## src/rtl/tkmr_pkg.sv

```systemverilog
`timescale 1ns / 1ps

package tkmr_pkg;

  // Command codes
  typedef enum logic [1:0] {
    CMD_CLEAR  = 2'd0,
    CMD_OFFER  = 2'd1,
    CMD_REPORT = 2'd2
  } cmd_e;

  localparam int unsigned IdW    = 23;
  localparam int unsigned PagesW = 40;
  localparam int unsigned NameW  = 64;
  localparam int unsigned KibW   = 51;
  localparam int unsigned RankW  = 3;
  localparam int unsigned ShiftW = 5;

  localparam logic [ShiftW-1:0] ShiftMin   = 5'd10;
  localparam logic [ShiftW-1:0] ShiftMax   = 5'd21;
  localparam logic [ShiftW-1:0] ShiftReset = 5'd12;

  // Register indexes
  localparam logic RegPageShift = 1'b0;

  // One table entry
  typedef struct packed {
    logic [IdW-1:0]    id;
    logic [PagesW-1:0] pages;
    logic [NameW-1:0]  name_lo;
    logic [NameW-1:0]  name_hi;
  } entry_t;

  // Per-cycle control shared by all cells
  typedef struct packed {
    logic clear;
    logic offer;
    logic rotate;
  } cell_ctrl_t;

  // Force byte 15 to zero and zero every byte after the first zero byte
  function automatic logic [2*NameW-1:0] tidy_name(input logic [NameW-1:0] lo,
                                                   input logic [NameW-1:0] hi);
    logic [2*NameW-1:0] w;
    logic               ended;
    w     = {hi, lo};
    w[2*NameW-1 -: 8] = 8'h00;
    ended = 1'b0;
    for (int b = 0; b < 16; b++) begin
      if (ended) begin
        w[b*8 +: 8] = 8'h00;
      end else if (w[b*8 +: 8] == 8'h00) begin
        ended = 1'b1;
      end
    end
    return w;
  endfunction

endpackage

```

## src/rtl/tkmr_cell.sv

```systemverilog
`timescale 1ns / 1ps

module tkmr_cell (
  input  logic                clk_i,
  input  logic                rst_ni,
  input  tkmr_pkg::cell_ctrl_t ctrl_i,
  input  tkmr_pkg::entry_t    new_i,
  input  tkmr_pkg::entry_t    prev_i,
  input  tkmr_pkg::entry_t    next_i,
  input  logic                gt_prev_i,
  output logic                gt_o,
  output tkmr_pkg::entry_t    entry_o
);

  tkmr_pkg::entry_t entry_d, entry_q;
  logic             gt;

  // Offer beats this slot
  assign gt = new_i.pages > entry_q.pages;

  // Pick the next slot content: clear it, shift down below the insert point, take
  // the offer at the insert point, rotate up during a report
  always_comb begin
    entry_d = entry_q;
    if (ctrl_i.clear) begin
      entry_d = '0;
    end else if (ctrl_i.offer) begin
      if (gt_prev_i) begin
        entry_d = prev_i;
      end else if (gt) begin
        entry_d = new_i;
      end
    end else if (ctrl_i.rotate) begin
      entry_d = next_i;
    end
  end

  always_ff @(posedge clk_i or negedge rst_ni) begin
    if (!rst_ni) begin
      entry_q <= '0;
    end else begin
      entry_q <= entry_d;
    end
  end

  assign gt_o    = gt;
  assign entry_o = entry_q;

endmodule

```

## src/rtl/top_k_memory_ranker.sv

```systemverilog
`timescale 1ns / 1ps
// Clear and offer requests leave busy_o low, and the next request
// may follow in the next cycle. A report rotates the cell chain once around, past
// slot 0; each result is registered and appears in the cycle after its rotation
// step, one per occupied slot, and busy_o is high for the whole pass.
// Reset clears the table and sets the page-size shift to 12; the receiver cannot stall.
module top_k_memory_ranker #(
  parameter int unsigned TABLE_ENTRIES = 5
) (
  input  logic        clk_i,
  input  logic        rst_ni,
  // request
  input  logic        start_i,
  output logic        busy_o,
  input  logic [1:0]  cmd_i,
  input  logic [22:0] process_id_i,
  input  logic [39:0] resident_pages_i,
  input  logic [63:0] name_low_i,
  input  logic [63:0] name_high_i,
  input  logic        has_address_space_i,
  // results
  output logic        done_o,
  output logic [2:0]  rank_o,
  output logic [22:0] out_process_id_o,
  output logic [50:0] memory_kib_o,
  output logic [63:0] out_name_low_o,
  output logic [63:0] out_name_high_o,
  output logic        last_o,
  // configuration
  input  logic        psel,
  input  logic        penable,
  input  logic        pwrite,
  input  logic [2:0]  paddr,
  input  logic [31:0] pwdata,
  output logic [31:0] prdata,
  output logic        pready
);

  localparam int unsigned N    = TABLE_ENTRIES;
  localparam int unsigned CntW = (N > 1) ? $clog2(N) : 1;

  // ---------------- configuration ----------------
  logic [tkmr_pkg::ShiftW-1:0] log2_page_q;
  logic                        cfg_wr;

  assign pready = 1'b1;
  assign cfg_wr = psel && penable && pwrite && (paddr[2] == tkmr_pkg::RegPageShift);

  always_ff @(posedge clk_i or negedge rst_ni) begin
    if (!rst_ni) begin
      log2_page_q <= tkmr_pkg::ShiftReset;
    end else if (cfg_wr) begin
      log2_page_q <= pwdata[tkmr_pkg::ShiftW-1:0];
    end
  end

  assign prdata = (paddr[2] == tkmr_pkg::RegPageShift)
                ? {{(32 - tkmr_pkg::ShiftW){1'b0}}, log2_page_q} : 32'd0;

  // ---------------- request decode ----------------
  logic                 busy_q;
  logic                 accept;
  logic                 do_clear, do_offer, do_report;
  logic [CntW-1:0]      cnt_q, cnt_d;
  logic [N-1:0]         mask_q, mask_d, nz;
  logic [127:0]         tidy;
  tkmr_pkg::entry_t     offer_entry;
  tkmr_pkg::cell_ctrl_t ctrl;

  assign accept    = start_i && !busy_q;
  assign do_clear  = accept && (cmd_i == tkmr_pkg::CMD_CLEAR);
  assign do_offer  = accept && (cmd_i == tkmr_pkg::CMD_OFFER) && has_address_space_i;
  assign do_report = accept && (cmd_i == tkmr_pkg::CMD_REPORT);

  assign tidy                = tkmr_pkg::tidy_name(name_low_i, name_high_i);
  assign offer_entry.id      = process_id_i;
  assign offer_entry.pages   = resident_pages_i;
  assign offer_entry.name_lo = tidy[63:0];
  assign offer_entry.name_hi = tidy[127:64];

  assign ctrl.clear  = do_clear;
  assign ctrl.offer  = do_offer;
  assign ctrl.rotate = busy_q;

  // ---------------- cell chain ----------------
  tkmr_pkg::entry_t cells [N];
  logic [N-1:0]     gt;

  for (genvar i = 0; i < N; i++) begin : g_cell
    localparam int unsigned Nxt = (i + 1) % N;
    tkmr_pkg::entry_t prev_e;
    logic             gt_prev;

    if (i == 0) begin : g_head
      assign prev_e  = '0;
      assign gt_prev = 1'b0;
    end else begin : g_body
      assign prev_e  = cells[i-1];
      assign gt_prev = gt[i-1];
    end

    tkmr_cell u_cell (
      .clk_i     (clk_i),
      .rst_ni    (rst_ni),
      .ctrl_i    (ctrl),
      .new_i     (offer_entry),
      .prev_i    (prev_e),
      .next_i    (cells[Nxt]),
      .gt_prev_i (gt_prev),
      .gt_o      (gt[i]),
      .entry_o   (cells[i])
    );

    assign nz[i] = cells[i].id != '0;
  end

  // ---------------- report sequencer ----------------
  always_comb begin
    cnt_d  = cnt_q;
    mask_d = mask_q;
    if (do_report) begin
      cnt_d  = '0;
      mask_d = nz;
    end else if (busy_q) begin
      cnt_d  = cnt_q + 1'b1;
      mask_d = mask_q >> 1;
    end
  end

  always_ff @(posedge clk_i or negedge rst_ni) begin
    if (!rst_ni) begin
      busy_q <= 1'b0;
      cnt_q  <= '0;
      mask_q <= '0;
    end else begin
      if (do_report) begin
        busy_q <= 1'b1;
      end else if (busy_q && (cnt_q == CntW'(N - 1))) begin
        busy_q <= 1'b0;
      end
      cnt_q  <= (busy_q && (cnt_q == CntW'(N - 1))) ? '0 : cnt_d;
      mask_q <= mask_d;
    end
  end

  assign busy_o = busy_q;

  // ---------------- result registers ----------------
  logic [tkmr_pkg::ShiftW-1:0] ps_clamp;
  logic [3:0]                  sh;
  logic                        done_q;
  logic                        last_q;
  logic [2:0]                  rank_q;
  logic [22:0]                 id_q;
  logic [50:0]                 kib_q;
  logic [63:0]                 nlo_q, nhi_q;

  // Clamp page size to the supported range
  always_comb begin
    ps_clamp = log2_page_q;
    if (log2_page_q < tkmr_pkg::ShiftMin) begin
      ps_clamp = tkmr_pkg::ShiftMin;
    end else if (log2_page_q > tkmr_pkg::ShiftMax) begin
      ps_clamp = tkmr_pkg::ShiftMax;
    end
  end
  assign sh = 4'(ps_clamp - tkmr_pkg::ShiftMin);

  always_ff @(posedge clk_i or negedge rst_ni) begin
    if (!rst_ni) begin
      done_q <= 1'b0;
      last_q <= 1'b0;
    end else begin
      done_q <= busy_q && mask_q[0];
      last_q <= busy_q && mask_q[0] && ((mask_q >> 1) == '0);
    end
  end

  // Capture slot 0 as it passes
  always_ff @(posedge clk_i) begin
    if (busy_q) begin
      rank_q <= 3'(cnt_q);
      id_q   <= cells[0].id;
      kib_q  <= 51'(cells[0].pages) << sh;
      nlo_q  <= cells[0].name_lo;
      nhi_q  <= cells[0].name_hi;
    end
  end

  assign done_o           = done_q;
  assign last_o           = last_q;
  assign rank_o           = rank_q;
  assign out_process_id_o = id_q;
  assign memory_kib_o     = kib_q;
  assign out_name_low_o   = nlo_q;
  assign out_name_high_o  = nhi_q;

  // ---------------- assertions ----------------
  a_done_from_pass: assert property (@(posedge clk_i) disable iff (!rst_ni)
    done_o |-> $past(busy_q)) else $error("result outside a report pass");

  a_last_marks_result: assert property (@(posedge clk_i) disable iff (!rst_ni)
    last_o |-> done_o) else $error("last without result");

  a_idle_count: assert property (@(posedge clk_i) disable iff (!rst_ni)
    !busy_q |-> (cnt_q == '0)) else $error("counter not parked while idle");

  a_no_start_in_pass: assert property (@(posedge clk_i) disable iff (!rst_ni)
    busy_q |-> !do_offer && !do_clear) else $error("table change during report");

  for (genvar k = 0; k + 1 < N; k++) begin : g_order
    a_descending: assert property (@(posedge clk_i) disable iff (!rst_ni)
      !busy_q |-> (cells[k].pages >= cells[k+1].pages))
      else $error("table out of order");
  end

endmodule

```

## config.mk

```make
export PLATFORM = sky130hd
export DESIGN_NAME = top_k_memory_ranker
export DESIGN_NICKNAME = d
export VERILOG_FILES = /design/src/rtl/tkmr_pkg.sv /design/src/rtl/tkmr_cell.sv /design/src/rtl/top_k_memory_ranker.sv
export SDC_FILE = /design/constraint.sdc
export NUM_CORES = 2
export LEC_CHECK = 0
export BUFFER_PORTS_ARGS = -buffer_cell sky130_fd_sc_hd__buf_2
export CORE_ASPECT_RATIO = 1.2
export CORE_MARGIN = 5
export CORE_UTILIZATION = 50
export DETAILED_ROUTE_END_ITERATION = 10
export PLACE_DENSITY = 0.67
export SYNTH_ARGS = -nofsm -noshare
export SYNTH_HDL_FRONTEND = slang
export SYNTH_HIERARCHICAL = 1
export SYNTH_SLANG_ARGS = --single-unit
```

## constraint.sdc

```tcl
create_clock -name clk_i -period 7.2 [get_ports clk_i]
set_input_delay 1.08 -clock clk_i [delete_from_list [all_inputs] [get_ports clk_i]]
set_output_delay 1.08 -clock clk_i [all_outputs]
set_load 0.01 [all_outputs]
```

======== After elaboration in Yosys (flattened, before gate mapping) ========
Cells that the tools add are included.
operators by class
  add/sub/neg operators ................... 2
  $lt $le $gt $ge ......................... 7
  equality and inequality tests ........... 8
  shift-type cells ........................ 1
  muxes and demuxes ....................... 75
  bitwise logic cells ..................... 1
  reductions and logical operators ........ 42
operators by type and width
  cell                   number
  $mux W191              24
  $gt A40 B40 Y1         5
  $reduce_bool A23 Y1    5
  $logic_not A8 Y1       14
  $mux W8                14
  $shl A40 B4 Y51        1
  $mux W1                29
  $ne A4 B2 Y1 const B   4
  $mux W5                3
  $logic_and A1 B1 Y1    11
  $reduce_and A2 Y1      5
  $mux W3                3
  $mux W4                2
  $reduce_bool A3 Y1     2
  $gt A5 B5 Y1 const B   1
  $logic_not A5 Y1       1
  $lt A5 B4 Y1 const B   1
  $reduce_bool A2 Y1     2
  $sub A4 B4 Y4 const B  1
  $add A3 B1 Y3 const B  1
  $eq A3 B3 Y1 const B   1
  $ne A3 B2 Y1 const B   1
  $eq A2 B1 Y1 const B   1
  $eq A2 B2 Y1 const B   1
  3 further kinds        3
storage, ports and cells
  register bits ........................... 1,176
  input port bits ......................... 235
  output and inout port bits .............. 241
  word-level logic and storage cells ...... 167

======== Longest topological paths before layout ========
  depth in word-level cells ............... 20
  gate-level depth with buffers ........... 16
  gate-level depth less buffers ........... 13

======== Hierarchy ========
The synthesis kept the hierarchy.
by module, submodules not included
  module                            instances  cells an instance  area each (µm²)  seq. area each (µm²)
  tkmr_cell (g_cell[2].u_cell ...)  3          1,209              13,246.5         4,779.6
  tkmr_cell (g_cell[0].u_cell ...)  2          1,208              13,110.1         4,779.6
  top_k_memory_ranker               1          784                10,428.8         6,558.8

======== Least setup slack after synthesis ========
No wires, ideal clock.
  path kind ............................... register to register
  from .................................... reg busy_q, in the netlist busy_o
  to ...................................... reg g_cell[2].u_cell.entry_q, in the netlist g_cell[2].u_cell/entry_o[0]
  setup time .............................. 0.125 ns
  arrival ................................. 6.887 ns
  required time ........................... 7.075 ns
  setup slack ............................. 0.188 ns
  stages on the path, launching flop included .. 11
  buffers on the path ..................... 5
  clock period less this slack ............ 7.012 ns
  cell sequence ........................... dfrtp_1 clkbuf_1 buf_1 nor4b_1 buf_2 nand2_1 o32ai_2 a31oi_4 buf_6 buf_6 mux2_4
between the ends
  longest elaborated chain between the ends .. 6
  elaborated cells between the ends (all ways) .. 10
  classes of those cells .................. 1 x eq/ne; 2 x mux; 7 x reduce/logical
ends and longest elaborated chain
  item                                                      line                        text
  start, declared                                           top_k_memory_ranker.sv:61   logic busy_q;
  start signal, assigned                                    top_k_memory_ranker.sv:132  busy_q <= 1'b0;
  start signal, assigned                                    top_k_memory_ranker.sv:137  busy_q <= 1'b1;
  start signal, assigned                                    top_k_memory_ranker.sv:139  busy_q <= 1'b0;
  $logic_not A1 Y1 *                                        top_k_memory_ranker.sv:70   assign accept = start_i && !busy_q;
  $logic_and A1 B1 Y1 *                                     top_k_memory_ranker.sv:70
  $logic_and A1 B1 Y1 * (2 in a row)                        top_k_memory_ranker.sv:72   assign do_offer = accept && (cmd_i == tkmr_pkg::CMD_OFFER) && has_address_space_i;
  named net do_offer                                        top_k_memory_ranker.sv:63   logic do_clear, do_offer, do_report;
  $ne A4 B2 Y1 (no line) (tied with other cells)            n/a
  $reduce_and A2 Y1 (no line) or $mux W191 (tied branches)  n/a
  end signal, assigned                                      tkmr_cell.sv:42             entry_q <= entry_d;
  end, declared                                             tkmr_cell.sv:15             tkmr_pkg::entry_t entry_d, entry_q;
Mark *: on every way through the listed nets, which the timed path passes. The rest lies on a longest branch.
A chain may end at the register's enable or synchronous reset.

======== Worst setup path after layout ========
  from .................................... reg g_cell[0].u_cell.entry_q, in the netlist g_cell[0].u_cell/entry_o[167]
  to ...................................... reg g_cell[1].u_cell.entry_q, in the netlist g_cell[1].u_cell/entry_o[18]
between the ends
  longest elaborated chain between the ends .. 4
  elaborated cells between the ends (all ways) .. 6
  classes of those cells .................. 1 x order compare; 1 x eq/ne; 3 x mux; 1 x reduce/logical
ends and longest elaborated chain
  item                         line                       text
  start, declared              tkmr_cell.sv:15
  start signal, assigned       tkmr_cell.sv:42
  $gt A40 B40 Y1 *             tkmr_cell.sv:19            assign gt = new_i.pages > entry_q.pages;
  named net g_cell[1].gt_prev  top_k_memory_ranker.sv:92  logic gt_prev;
  $mux W191                    tkmr_cell.sv:28            if (gt_prev_i) begin
  $mux W191                    tkmr_cell.sv:27            end else if (ctrl_i.offer) begin
  $mux W191                    tkmr_cell.sv:25            if (ctrl_i.clear) begin
  end signal, assigned         tkmr_cell.sv:42
  end, declared                tkmr_cell.sv:15
Marks and branches as above.

==> results.sh <==
export IMPL_status="finished, final reports clean"
export IMPL_drt_pass1_iter_count=6
export IMPL_fin_area_mm2=0.0845
export IMPL_crit_path_max_fanout=31
export IMPL_setup_viol=0
export IMPL_crit_path_end_kind="flip-flop"
export IMPL_crit_type="reg -> reg"
export IMPL_numCtsBuffers=136
export IMPL_place_gp_congestion=0.857
export IMPL_tns_ps=0
export IMPL_grt_pass1_vias=55500
export IMPL_hpwl_um=129000
export IMPL_design_power_total_mw=39.3
export IMPL_grtUsageTotal=0.257
export IMPL_die_area_mm2=0.161
export IMPL_seqPwrFrac=0.310
export IMPL_switching_share=0.398
export IMPL_hp_class="in -> async"
export IMPL_synthCells=6825
export IMPL_r2r_cells=15
export IMPL_critPathMostFrequentCell="buf_4"
export IMPL_clock_sinks=1176
export IMPL_vdd_ir_drop_max_v=0.000616
export IMPL_drtIter0Drc=4412
export IMPL_overflow=0
export IMPL_die_x_um=367
export IMPL_rsz0062_at_grt="no"
export IMPL_io_pins=476
export IMPL_worst_setup_path_start_kind="flip-flop"
export IMPL_drc=0
export IMPL_rows=157
export IMPL_clock_latency_ps=810
export IMPL_cpMaxStageDelayCell="buf_4"
export IMPL_path_cells="inv_1 > ha_1 > nand4_1 > nor4_2 > nand3_1 > a21oi_1 > a211oi_1 > nor2b_4 > nor2_1 > nand2_1 > o21ai_1 > a31oi_4 > buf_4 > buf_4 > mux2_4"
export IMPL_postRouteAntennaNets=0
export IMPL_initial_utilization=0.502
export IMPL_fin_crit_ps=5100
export IMPL_cts_root_buffer="clkbuf_16"
export IMPL_drt_total_wl_um=214000
export IMPL_finalHoldViolations=0
export IMPL_power_density_mw_per_mm2=466
export IMPL_die_h_um=438
export IMPL_core_area_mm2=0.152
export IMPL_slowest_delay_ps=590
export IMPL_required_ps=7870
export IMPL_clk_pin_slew_ps=60
export IMPL_clockBufferDepth=3
export IMPL_vias=55300
export IMPL_slew_headroom=0.163
export IMPL_r2r_end="g_cell[1].u_cell/entry_o[18]"
export IMPL_r2r_start="g_cell[0].u_cell/entry_o[167]"
export IMPL_cts_max_level=4
export IMPL_syn_area_mm2=0.0764
export IMPL_worstMarginPinSlew_ps=1250
export IMPL_io_buffers=410
export IMPL_mostFrequentLayoutCell="mux2i_1"
export IMPL_ctsHoldBuffers=0
export IMPL_cp_arrival_ps=5770
export IMPL_internal_power_mw=23.7
export IMPL_fin_crit_sh=0.708
export IMPL_slew_violations=0
export IMPL_reg2reg_setup_slack_ps=2100
export IMPL_grt_max_degree=223
export IMPL_num_nets_final=7558
export IMPL_clock_power_share=0.182
export IMPL_cts_setup_buffers=0
export IMPL_dpl_cell_area_mm2=0.0799
export IMPL_layout_common_cells="mux2i_1 (1226), nor2_1 (999), dfrtp_1 (968)"
export IMPL_p_sw_mw=15.7
export IMPL_cts_tree="built"
export IMPL_drive_gt1_frac=0.210
export IMPL_syn2layout_area_growth_pct=10.6
export IMPL_avgSynthCellArea_um2=11.2
export IMPL_vias_per_cell=5.99
export IMPL_grt_pass1_wl_um=331000
export IMPL_cts_resized_gates=0
export IMPL_leakagePower_nw=39.9
export IMPL_max_freq_mhz=196
export IMPL_wire_per_inst_um=23.2
export IMPL_maxCapViolations=0
export IMPL_comb_power_share=0.508
export IMPL_antenna_found_initial=42
export IMPL_finClkSkew_ps=40.7
export IMPL_ys_warn_count=6
## area by class of cell
cell class / count / area (um^2)
flip-flops and latches: 1176 / 30500
inverters: 208 / 781
repair buffers: 496 / 3210
fillers: 13000 / 67700
multi-input cells: 5102 / 43000
clock inverters: 58 / 634
clock buffers: 191 / 3910
diodes: 26 / 65.1
well taps: 1987 / 2490
## registers in the layout (all words and copies together) (netlist names), 5 cells and up
signal,flops
out_name_high_o,64
mask_q,5
out_name_low_o,64
memory_kib_o,51
g_cell.u_cell/entry_o,955
out_process_id_o,23
log2_page_q,5
## through the flow
| step | cells | hold WS [ps] | util | setup WS [ps] |
|---|---|---|---|---|
| floorplan | 7083 | 451 | - | 188 |
| global placement | 8969 | 471 | 0.525 | 1620 |
| detailed placement | 8969 | 467 | 0.525 | 1530 |
| CTS | 9218 | 254 | 0.555 | 2160 |
| global route | 9235 | 286 | 0.555 | 1970 |
| finish | 9244 | 266 | 0.555 | 2100 |
## worst max-delay path: cells and delay by family (launching register included)
family          cells  cell delay (ps)
simple gates        6             2020
buf+inv             3              920
compound gates      4              720
flops               1              560
mux                 1              360
fa+ha+maj           1              350
## power by group through the flow
| stage | combinational, mW | sequential, mW | clock (mW) |
|---|---|---|---|
| 5_1_grt | 21.4 | 12.6 | 7.57 |
| 6_report | 20.0 | 12.2 | 7.16 |
| 4_1_cts | 19.9 | 12.2 | 7.30 |
| 3_3_place_gp | 19.4 | 12.2 | 0 |
| 2_1_floorplan | 15.3 | 11.9 | 0 |
| 3_5_place_dp | 19.8 | 12.3 | 0 |
## worst max-delay path by stage
stage,startpoint,to,slack (ps),cells past startpoint
final,g_cell[0].u_cell/entry_o[167],g_cell[1].u_cell/entry_o[18],2100,15
after global placement,resident_pages_i[23],g_cell[3].u_cell/entry_o[73],1620,12
after detailed placement,resident_pages_i[23],g_cell[4].u_cell/entry_o[31],1530,12
after global routing,g_cell[0].u_cell/entry_o[167],g_cell[1].u_cell/entry_o[18],1970,15
after CTS,g_cell[0].u_cell/entry_o[167],g_cell[1].u_cell/entry_o[18],2160,15
after floorplan,busy_o,g_cell[2].u_cell/entry_o[0],190,10
## metal layers
layer / wire, um / track usage / share of wire / vias to the layer above
li1: - / - / - / 25600
met1: 93900 / 0.340 / 0.44 / 28100
met2: 103000 / 0.426 / 0.48 / 1286
met3: 9910 / 0.0422 / 0.046 / 352
met4: 7360 / 0.0945 / 0.034 / 26
met5: 176 / 0 / 0.00082 / -
No activity file was read; power rests on OpenSTA's default activity.
